$ cat src/design/bcxy_pkg.sv
// ----------------------------------------------------------------------------
// bcxy_pkg: shared types and constants for the bezier x-to-y evaluator
// Holds the payload structs, controller states and the command/status
// structs that join the controller and the datapath.
// ----------------------------------------------------------------------------
package bcxy_pkg;

  localparam int STEPS = 16;
  localparam int SW = $clog2(STEPS + 1);   // sample index width
  localparam int RW = $clog2(STEPS + 1);   // round counter width
  localparam int TW = 17;                  // t width, Q0.16 plus one
  localparam int CW = 33;                  // control value width
  localparam logic [TW-1:0] T_ONE = 17'd65536;

  typedef struct packed {
    logic signed [31:0] query_x;
    logic signed [31:0] start_x;
    logic signed [31:0] start_y;
    logic signed [31:0] out_handle_dx;
    logic signed [31:0] out_handle_dy;
    logic signed [31:0] end_x;
    logic signed [31:0] end_y;
    logic signed [31:0] in_handle_dx;
    logic signed [31:0] in_handle_dy;
  } bcxy_in_t;

  typedef struct packed {
    logic signed [31:0] result_y;
    logic              exact_hit;
    logic [16:0]       found_t;
  } bcxy_out_t;

  typedef enum logic [2:0] {
    ST_IDLE, ST_ROUND, ST_SAMPLE, ST_WAIT, ST_CHECK, ST_YEVAL, ST_YWAIT, ST_OUT
  } bcxy_state_t;

  // controller to datapath
  typedef struct packed {
    logic load;        // capture input item
    logic round_init;  // new_lo/new_hi <= lo/hi
    logic eval_x;      // start x evaluation of sample k
    logic sample_upd;  // apply sample result to bounds
    logic round_end;   // lo/hi <= new_lo/new_hi
    logic pick_mid;    // t <= floor((lo+hi)/2)
    logic pick_lo;     // t <= new_lo
    logic eval_y;      // start y evaluation at t
    logic out_load;    // capture result beat
    logic [SW-1:0] k;  // sample index
  } bcxy_cmd_t;

  // datapath to controller
  typedef struct packed {
    logic eval_done;
    logic hit;         // sample x equals query
    logic rev;         // hi < lo
    logic collapsed;   // new_lo == new_hi
  } bcxy_sts_t;

endpackage

$ cat src/design/bcxy_ctrl.sv
// ----------------------------------------------------------------------------
// bcxy_ctrl: search sequencer
// Steps through rounds and samples, launches curve evaluations and
// handles the output register handshake.
// ----------------------------------------------------------------------------
module bcxy_ctrl (
  input  logic              clk,
  input  logic              rst,
  input  logic              in_valid,
  output logic              in_stall,
  output logic              out_valid,
  input  logic              out_stall,
  input  bcxy_pkg::bcxy_sts_t sts,
  output bcxy_pkg::bcxy_cmd_t cmd,
  output logic              hit_set
);
  import bcxy_pkg::*;

  bcxy_state_t state, state_next;
  logic [RW-1:0] round, round_next;
  logic [SW-1:0] k, k_next;
  logic out_valid_next;

  // state register
  always_ff @(posedge clk) begin
    if (rst) begin
      state <= ST_IDLE;
      round <= '0;
      k <= '0;
      out_valid <= 1'b0;
    end else begin
      state <= state_next;
      round <= round_next;
      k <= k_next;
      out_valid <= out_valid_next;
    end
  end

  // next state and commands
  always_comb begin
    state_next = state;
    round_next = round;
    k_next = k;
    out_valid_next = out_valid;
    cmd = '0;
    cmd.k = k;
    hit_set = 1'b0;
    in_stall = 1'b1;
    case (state)
      ST_IDLE: begin
        in_stall = 1'b0;
        if (in_valid) begin
          cmd.load = 1'b1;
          round_next = '0;
          state_next = ST_ROUND;
        end
      end
      ST_ROUND: begin
        cmd.round_init = 1'b1;
        k_next = '0;
        state_next = sts.rev ? ST_CHECK : ST_SAMPLE;
      end
      ST_SAMPLE: begin
        cmd.eval_x = 1'b1;
        state_next = ST_WAIT;
      end
      ST_WAIT: begin
        if (sts.eval_done) begin
          if (sts.hit) begin
            hit_set = 1'b1;
            state_next = ST_YEVAL;
          end else begin
            cmd.sample_upd = 1'b1;
            if (k == SW'(STEPS)) begin
              state_next = ST_CHECK;
            end else begin
              k_next = k + 1'b1;
              state_next = ST_SAMPLE;
            end
          end
        end
      end
      ST_CHECK: begin
        if (sts.collapsed) begin
          cmd.pick_lo = 1'b1;
          state_next = ST_YEVAL;
        end else begin
          cmd.round_end = 1'b1;
          if (round == RW'(STEPS - 1)) begin
            state_next = ST_OUT;
          end else begin
            round_next = round + 1'b1;
            state_next = ST_ROUND;
          end
        end
      end
      ST_OUT: begin
        // bounds are final here, take the midpoint
        cmd.pick_mid = 1'b1;
        state_next = ST_YEVAL;
      end
      ST_YEVAL: begin
        if (!out_valid || !out_stall) begin
          cmd.eval_y = 1'b1;
          out_valid_next = 1'b0;
          state_next = ST_YWAIT;
        end
      end
      ST_YWAIT: begin
        if (sts.eval_done) begin
          cmd.out_load = 1'b1;
          out_valid_next = 1'b1;
          state_next = ST_IDLE;
        end
      end
      default: state_next = ST_IDLE;
    endcase
    // output beat taken
    if (out_valid && !out_stall && state != ST_YWAIT && state != ST_YEVAL)
      out_valid_next = 1'b0;
  end

endmodule

$ cat src/design/bcxy_dp.sv
// ----------------------------------------------------------------------------
// bcxy_dp: search datapath
// Holds control values and bounds, and a shared de casteljau unit that
// does one linear step per cycle (six steps per point).
// ----------------------------------------------------------------------------
module bcxy_dp (
  input  logic                clk,
  input  bcxy_pkg::bcxy_in_t  din,
  input  bcxy_pkg::bcxy_cmd_t cmd,
  input  logic                hit_set,
  output bcxy_pkg::bcxy_sts_t sts,
  output bcxy_pkg::bcxy_out_t dout
);
  import bcxy_pkg::*;

  logic signed [31:0] qx;
  logic signed [CW-1:0] xs [4];
  logic signed [CW-1:0] ys [4];
  logic [TW-1:0] lo, hi, new_lo, new_hi, t, tk;
  logic hit;
  logic signed [CW-1:0] c [4];
  logic signed [CW-1:0] a, b, e, f, g, pt;
  logic [2:0] step;
  logic busy, done;
  logic signed [CW-1:0] lp, lq, lr;
  logic signed [CW:0] diff;
  logic signed [CW+TW:0] prod;
  logic [TW-1:0] width;
  logic [TW+SW-1:0] wk;
  logic signed [31:0] ysat;

  assign width = hi - lo;
  assign wk = width * (TW+SW)'(cmd.k);

  // de casteljau operand select
  always_comb begin
    case (step)
      3'd0: begin lp = c[0]; lq = c[1]; end
      3'd1: begin lp = c[1]; lq = c[2]; end
      3'd2: begin lp = c[2]; lq = c[3]; end
      3'd3: begin lp = a; lq = b; end
      3'd4: begin lp = b; lq = e; end
      default: begin lp = f; lq = g; end
    endcase
    diff = (CW+1)'(lq) - (CW+1)'(lp);
    prod = (CW+TW+1)'(diff) * $signed({1'b0, t});
    lr = lp + CW'(prod >>> 16);
  end

  always_ff @(posedge clk) begin
    done <= 1'b0;
    if (cmd.load) begin
      qx <= din.query_x;
      xs[0] <= CW'(din.start_x);
      xs[1] <= CW'(din.start_x) + CW'(din.out_handle_dx);
      xs[2] <= CW'(din.end_x) + CW'(din.in_handle_dx);
      xs[3] <= CW'(din.end_x);
      ys[0] <= CW'(din.start_y);
      ys[1] <= CW'(din.start_y) + CW'(din.out_handle_dy);
      ys[2] <= CW'(din.end_y) + CW'(din.in_handle_dy);
      ys[3] <= CW'(din.end_y);
      lo <= '0;
      hi <= T_ONE;
      hit <= 1'b0;
    end
    if (cmd.round_init) begin
      new_lo <= lo;
      new_hi <= hi;
    end
    // start an evaluation
    if (cmd.eval_x) begin
      c <= xs;
      t <= lo + TW'(wk / STEPS);
      busy <= 1'b1;
      step <= '0;
    end else if (cmd.eval_y) begin
      c <= ys;
      busy <= 1'b1;
      step <= '0;
    end else if (busy) begin
      case (step)
        3'd0: a <= lr;
        3'd1: b <= lr;
        3'd2: e <= lr;
        3'd3: f <= lr;
        3'd4: g <= lr;
        default: pt <= lr;
      endcase
      if (step == 3'd5) begin
        busy <= 1'b0;
        done <= 1'b1;
      end
      step <= step + 1'b1;
    end
    if (cmd.sample_upd) begin
      if (pt < CW'(qx) && t > new_lo) new_lo <= t;
      else if (pt > CW'(qx) && t < new_hi) new_hi <= t;
    end
    if (hit_set) hit <= 1'b1;
    if (cmd.round_end) begin
      lo <= new_lo;
      hi <= new_hi;
    end
    if (cmd.pick_lo) t <= new_lo;
    if (cmd.pick_mid) t <= TW'(({1'b0, lo} + {1'b0, hi}) >> 1);
  end

  assign tk = t;
  assign sts.eval_done = done;
  assign sts.hit = (pt == CW'(qx));
  assign sts.rev = hi < lo;
  assign sts.collapsed = new_lo == new_hi;

  // saturate to 32 bits
  always_comb begin
    if (pt > CW'(33'sh07FFFFFFF)) ysat = 32'sh7FFFFFFF;
    else if (pt < -CW'(33'sh080000000)) ysat = 32'sh80000000;
    else ysat = pt[31:0];
  end

  // result register, written only when the y point is done
  always_ff @(posedge clk) begin
    if (cmd.out_load) begin
      dout.result_y <= ysat;
      dout.exact_hit <= hit;
      dout.found_t <= tk;
    end
  end

endmodule

$ cat src/design/bezier_curve_x_to_y_eval_top.sv
// ----------------------------------------------------------------------------
// bezier_curve_x_to_y_eval_top: cubic bezier timing curve, y at given x
// Searches t where x(t) hits the query, then evaluates y(t).
// ----------------------------------------------------------------------------
// Usage:
//   in channel (in_valid/in_stall/in_data) carries one curve segment and
//   a query x per beat. out channel (out_valid/out_stall/out_data) returns
//   result_y, exact_hit and found_t, one beat per input beat.
//   Each x sample is a launch state, six linear steps on the
//   shared de casteljau unit (one per cycle) and a wait state that acts on
//   the point. A round adds a setup and a check state; exact hits or
//   collapsed bounds end the search early. A midpoint pick (after a full
//   search), the y launch and the y point follow, and the controller
//   returns to idle before the next beat can be taken.
//   One item is in work at a time; in_stall is low only while idle.
//   A stalled result holds in the output register; the next item may be
//   accepted and searched but its y evaluation waits until the beat leaves.
//   Synchronous reset clears the controller and drops out_valid.
// ----------------------------------------------------------------------------
module bezier_curve_x_to_y_eval_top (
  input  logic                clk,
  input  logic                rst,
  input  logic                in_valid,
  output logic                in_stall,
  input  bcxy_pkg::bcxy_in_t  in_data,
  output logic                out_valid,
  input  logic                out_stall,
  output bcxy_pkg::bcxy_out_t out_data
);
  import bcxy_pkg::*;

  bcxy_cmd_t cmd;
  bcxy_sts_t sts;
  logic hit_set;

  bcxy_ctrl u_ctrl (
    .clk(clk), .rst(rst), .in_valid(in_valid), .in_stall(in_stall),
    .out_valid(out_valid), .out_stall(out_stall), .sts(sts), .cmd(cmd),
    .hit_set(hit_set)
  );

  bcxy_dp u_dp (
    .clk(clk), .din(in_data), .cmd(cmd), .hit_set(hit_set), .sts(sts),
    .dout(out_data)
  );

  // found t never exceeds one
  a_t_range: assert property (@(posedge clk) disable iff (rst)
    out_valid |-> out_data.found_t <= T_ONE) else $error("found_t above one");

  // a result beat held under stall keeps its payload
  a_hold: assert property (@(posedge clk) disable iff (rst)
    out_valid && out_stall |=> out_valid && $stable(out_data))
    else $error("stalled result changed");

  // no input taken while a search is running
  a_one: assert property (@(posedge clk) disable iff (rst)
    cmd.eval_x |-> in_stall) else $error("input open during search");

endmodule

$ cat config.mk
export PLATFORM = sky130hd
export DESIGN_NAME = bezier_curve_x_to_y_eval_top
export DESIGN_NICKNAME = d
export VERILOG_FILES = /design/src/design/bcxy_pkg.sv /design/src/design/bcxy_ctrl.sv /design/src/design/bcxy_dp.sv /design/src/design/bezier_curve_x_to_y_eval_top.sv
export SDC_FILE = /design/constraint.sdc
export NUM_CORES = 2
export LEC_CHECK = 0
export BUFFER_PORTS_ARGS = -buffer_cell sky130_fd_sc_hd__clkbuf_2
export CAP_MARGIN = 20
export CORE_UTILIZATION = 53
export CTS_BUF_LIST = sky130_fd_sc_hd__clkbuf_8
export DETAILED_ROUTE_END_ITERATION = 16
export MAX_ROUTING_LAYER = met4
export PLACE_DENSITY = 0.71
export SKIP_LAST_GASP = 1
export SLEW_MARGIN = 25
export SYNTH_ARGS = -nofsm -noshare
export SYNTH_HDL_FRONTEND = slang
export SYNTH_HIERARCHICAL = 1
export SYNTH_SLANG_ARGS = --single-unit
$ cat constraint.sdc
create_clock -name clk -period 22.8 [get_ports clk]
set_clock_uncertainty 0.1 [all_clocks]
set_input_delay 2.28 -clock clk [delete_from_list [all_inputs] [get_ports clk]]
set_output_delay 2.28 -clock clk [all_outputs]
set_load 0.1 [all_outputs]
# ---- After elaboration in Yosys (flattened, before gate mapping)
# Index checks and enable logic that the tools add are counted.
# Widths: inputs -> output; s select.
dict set report word_totals {
  ff_bits 777
  in_bits 292
  wordCells 179
}
dict set report classes {
  addsub 12
  n_mul 2
  magnitude_cmp 7
  eq_ne 26
  mux 63
  n_bitwise 4
  reduce_logical 30
}
# cell count
set op_table {}
lappend op_table {{$pmux 33 s5} 2}
lappend op_table {{$mux 132} 2}
lappend op_table {{$mux 17} 14}
lappend op_table {{$add 32x32->33} 4}
lappend op_table {{$mul 34x18->49} 1}
lappend op_table {{$reduce_and 4->1} 9}
lappend op_table {{$lt 17x17->1} 2}
lappend op_table {{$sub 33x33->34} 1}
lappend op_table {{$add 33x33->33} 1}
lappend op_table {{$eq 33x32->1} 1}
lappend op_table {{$gt 33x32->1} 1}
lappend op_table {{$gt 33x32->1 const B} 1}
lappend op_table {{$lt 33x32->1} 1}
lappend op_table {{$lt 33x32->1 const B} 1}
lappend op_table {{$mux 32} 1}
lappend op_table {{$mux 5} 6}
lappend op_table {{$mux 3} 9}
lappend op_table {{$mux 1} 25}
lappend op_table {{$pmux 3 s8} 1}
lappend op_table {{$mul 17x5->21} 1}
lappend op_table {{$pmux 5 s2} 2}
lappend op_table {{$add 17x17->18} 1}
lappend op_table {{$eq 3x3->1 const B} 6}
lappend op_table {{$add 17x17->17} 1}
lappend op_table {{24 further kinds} 50}

# ---- Longest topological paths before layout
dict set report logic_depth {
  ltp_word 6
  depth_mapped 64
}

# ---- Hierarchy
# The synthesis kept the hierarchy.
# module n_inst cells_each area_each_um2
set by_module_without_submodules {}
lappend by_module_without_submodules {bcxy_dp 1 5752 62277.2}
lappend by_module_without_submodules {bcxy_ctrl 1 120 935.9}

# ---- Worst setup path after synthesis
# OpenSTA, ideal clock, no wires.
dict set report synth_path {
  kind {register to register}
  from {register u_dp.step[2]}
  to {register u_dp.a[32], data pin}
  setup_time_ps 202
  t_arrival_ps 13485
  slack_ps 9013
  stages_incl_launch_ff 63
  path_buffers 8
  period_less_slack_ps 13787
  cell_sequence {dfxtp_1 -> buf_2 -> buf_2 -> inv_1 -> ha_1 -> nor2_1 -> o21ai_2 -> buf_6 -> clkbuf_1 -> buf_1 -> clkbuf_1 -> o211ai_1 -> o21ai_0 -> ha_1 -> inv_1 -> fa_1 -> maj3_1 -> a221o_1 -> [... 27 more ...] -> a21oi_1 -> nor2b_1 -> o21a_1 -> nor2_1 -> ha_1 -> clkbuf_1 -> a21o_1 -> a21o_1 -> a21oi_1 -> o21ai_0 -> a21oi_1 -> nor2b_1 -> a2111oi_0 -> o21ai_2 -> a211o_2 -> a221o_1 -> a21oi_2 -> xor2_1}
}
dict set report synth_via {
  elab_chain_cells 5
  elab_cells_between_ends 10
}
# element line_no
set synth_rtl {}
lappend synth_rtl {{start: declaration} bcxy_dp.sv:23} ;# logic [2:0] step;
lappend synth_rtl {{start signal: assignment} bcxy_dp.sv:93} ;# step <= step + 1'b1;
lappend synth_rtl {{$eq 3x3->1, or another cell as far along} bcxy_dp.sv:37} ;# case (step)
lappend synth_rtl {{$pmux 33 s5} bcxy_dp.sv:37}
lappend synth_rtl {{$sub 33x33->34} bcxy_dp.sv:45} ;# diff = (CW+1)'(lq) - (CW+1)'(lp);
lappend synth_rtl {{$mul 34x18->49} bcxy_dp.sv:46} ;# prod = (CW+TW+1)'(diff) * $signed({1'b0, t});
lappend synth_rtl {{$add 33x33->33 *} bcxy_dp.sv:47} ;# lr = lp + CW'(prod >>> 16);
lappend synth_rtl {{net u_dp.lr[32]} bcxy_dp.sv:25} ;# logic signed [CW-1:0] lp, lq, lr;
lappend synth_rtl {{end signal: assignment} bcxy_dp.sv:82} ;# 3'd0: a <= lr;
lappend synth_rtl {{end: declaration} bcxy_dp.sv:22} ;# logic signed [CW-1:0] a, b, e, f, g, pt;
# Mark *: on every way through the listed nets, which the timed path passes. The rest lies on a longest branch.
# A chain may end at the register's enable or synchronous reset.

# ---- Final worst setup path
dict set report layout_path {
  from {register u_dp.step[2]}
  to {register u_dp.g[32], data pin}
}
dict set report layout_via {
  elab_chain_cells 5
  elab_cells_between_ends 10
}
# element line_no
set layout_rtl {}
lappend layout_rtl {{$eq 3x3->1, or another cell as far along} bcxy_dp.sv:37}
lappend layout_rtl {{$pmux 33 s5} bcxy_dp.sv:37}
lappend layout_rtl {{$sub 33x33->34} bcxy_dp.sv:45}
lappend layout_rtl {{$mul 34x18->49} bcxy_dp.sv:46}
lappend layout_rtl {{$add 33x33->33 *} bcxy_dp.sv:47}
lappend layout_rtl {{net u_dp.lr[32]} bcxy_dp.sv:25}
lappend layout_rtl {{end signal: assignment} bcxy_dp.sv:86} ;# 3'd4: g <= lr;
lappend layout_rtl {{end: declaration} bcxy_dp.sv:22}
# Marks and branches as above.

==> impl_metrics.csv <==
group,metric,value,unit
run_status,status,"completed",
logic_synthesis,synth_cell_types,97,
sta,timing.final.crit_share,0.650,
sta,fmax,0.0675,GHz
layout,area_delta_synth_final,9.88,%
detailed_routing,wl_per_cell,20.6,um
floorplan,io_pins,344,
global_routing,grt_start_max_net_pins,149,
critical_path,cp_slowest_stage_delay,820,ps
global_routing,antenna_found_initial,9,
critical_path,cp_top_family,"compound AO/OA/AOI/OAI gates",
min_path,hp-start,"u_dp/t[0]$_DFFE_PP_",
clock_tree,cts_hold_buf,0,
global_routing,grt_overflow,0,
global_routing,grt_pass1_wl,257000,um
clock_tree,clkTransAtPathRegs,60,ps
logic_synthesis,synth_common_cells,"inv_1 (916), edfxtp_1 (721), fa_1 (581), nand2_1 (453), ha_1 (445)",
critical_path,worst_path_max_delay_cell,"buf_4",
detailed_routing,first_pass_iters,8,
sta,min_period,14810,ps
logic_synthesis,synth_edf_count,721,
sta,tns,0,ps
detailed_routing,dr.first_iter.drc_count,3934,
clock_tree,cts_resized,0,
detailed_routing,drc,0,
critical_path,reg2reg_slack,7990,ps
critical_path,startpoint,"u_dp/step[2]$_SDFFE_PN0P_",
detailed_routing,routed_wl,162000,um
min_path,min_path_cells,0,
min_path,hold_end,"u_dp/dout[0]$_DFFE_PP_",
logic_synthesis,synthCells,5872,
sta,fin_hold_ws,354,ps
critical_path,crit_fanout,85,
layout,post-route-util,0.588,
critical_path,r2r_cells,53,
detailed_routing,via_count,44900,
critical_path,cp_num_buf_inv,8,
min_path,min_path_type,"reg -> reg",
logic_synthesis,synth_most_common_cell,"inv_1",
clock_tree,cts_tree,"built",
layout,drive_gt1_frac,0.138,
logic_synthesis,synth_area,63200,um2
floorplan,core,118000,um2
global_routing,grt_use_total,0.281,
critical_path,worstReg2RegEnd,"u_dp/g[32]$_DFFE_PP_",
critical_path,r2r_start,"u_dp/step[2]$_SDFFE_PN0P_",
sta,tightest_slew,1070,ps
detailed_routing,postRouteAntennaNets,0,
sta,rsz0062_at_grt,"false",
critical_path,end_kind,"flop",
floorplan,die_x,347,um
sta,setup_viol,0,
sta,slew_violations,0,
logic_synthesis,synth_top_area_share,0.343,
logic_synthesis,synth_nets,7190,
critical_path,crit_path_frequent_cell,"fa_1",
global_routing,grt_pass1_vias,46500,
logic_synthesis,synth-seq-cells,775,
floorplan,start_util,0.535,
logic_synthesis,avgSynthCellArea,10.8,um2
clock_tree,insertion_delay,900,ps
logic_synthesis,ys_async_sr_fraction,0,
floorplan,dieArea,121000,um2
logic_synthesis,ys.flop_type,"edfxtp_1",
clock_tree,clock-sinks,775,
critical_path,critical_path_arrival,15370,ps
place,gp_congestion,0.948,
logic_synthesis,synth_area_leaders,"edfxtp_1 (34%), fa_1 (18%), ha_1 (8.8%)",
clock_tree,htree_levels,4,
floorplan,num_rows,126,
layout,fin_nets,7529,
detailed_routing,viasPerCell,5.71,
sta,final-hold-violation-count,0,
clock_tree,cts-root-buf,"clkbuf_8",
clock_tree,post-cts-setup-buffers,0,
logic_synthesis,yosysWarnings,6,
clock_tree,cts_buffers,134,
sta,slew_headroom,0.266,
place,dp.final_hpwl,121000,um
critical_path,critical_path_required,23350,ps
critical_path,critPathKind,"reg -> reg",
logic_synthesis,synth_top_area_cell,"edfxtp_1",
critical_path,setup.worst_path.start_class,"flop",
floorplan,die_h,347,um
run,drv_cap,0,
clock_tree,cts_max_path_buffers,3,
logic_synthesis,ys_seq_area_frac,0.360,
place,portBuffers,343,
-- sequential cells by signal, indices dropped and copies added, names as in the netlist, 5 cells and up --
register,flops
u_dp/qx,32
u_dp/t,17
u_dp/new_hi,17
u_dp/pt,33
u_ctrl/round,5
u_dp/b,33
u_dp/new_lo,17
u_ctrl/k,5
u_dp/hi,17
u_dp/a,33
u_dp/lo,17
u_dp/ys,130
u_dp/e,33
u_dp/dout,50
u_dp/g,33
u_dp/xs,130
u_dp/c,130
u_dp/f,33
-- worst max path at each step --
stage | end | slack, ps | cells past startpoint
finish | u_dp/g[32]$_DFFE_PP_ | 7990 | 53
global route | u_dp/g[32]$_DFFE_PP_ | 6930 | 55
CTS | u_dp/g[32]$_DFFE_PP_ | 7980 | 50
detailed placement | u_dp/a[32]$_DFFE_PP_ | 8010 | 50
global placement | u_dp/a[32]$_DFFE_PP_ | 8260 | 55
floorplan | u_dp/a[32]$_DFFE_PP_ | 9010 | 62
-- through the flow --
step | worst slack [ps] | instances | cell area, um2
after global routing | 6930 | 7859 | 69500
final | 7990 | 7860 | 69500
after global placement | 8260 | 7610 | 66800
after detailed placement | 8010 | 7611 | 66800
after floorplan | 9010 | 5872 | 63200
after CTS | 7980 | 7851 | 69400
-- kinds of logic after synthesis --
group                      synth area share
DFF                                   0.360
AOI/OAI and AO/OA                     0.108
and+or+nand+nor                       0.113
muxes                                0.0372
buffers and inverters                0.0684
xor gates and xnor gates             0.0360
adders and majority gates             0.278
-- cell usage in the layout (no fill, tap or decap), types with 55 or more instances in the layout --
cell / Yosys / layout
o21ai_0: 209 / 209
inv_1: 916 / 948
a21o_1: 81 / 81
ha_1: 445 / 442
nor2_1: 221 / 217
clkbuf_8: 0 / 137
clkbuf_2: 0 / 343
o21a_1: 87 / 87
xor2_1: 61 / 57
xnor2_1: 194 / 180
fa_1: 581 / 581
mux2_2: 191 / 191
edfxtp_1: 721 / 721
nor2b_1: 65 / 64
and2_1: 373 / 373
buf_4: 4 / 78
nor3_1: 59 / 56
a21oi_1: 247 / 247
a22oi_1: 68 / 68
a222oi_1: 55 / 55
nand2_1: 453 / 453
-- layer usage --
layer  vias to the layer above  global-route usage  wire (um)
met1                     22100               0.367      68100
met5                         -                   -          0
met3                       316              0.0520      12300
li1                      20600                   -          -
met4                         0              0.0963       5470
met2                      1805               0.441      75900
-- cell type report --
cell class,count,area [um2]
fill,9671,48600
multi-input combinational,3960,36400
sequential,775,22700
inverter,917,3450
timing repair buffer,423,2340
tap,1536,1920
clock buffer,137,1890
clock inverter,103,748
antenna,9,22.5
Power is not shown: default switching activity piles up to over one toggle a cycle in this logic, so the estimate is an artifact.
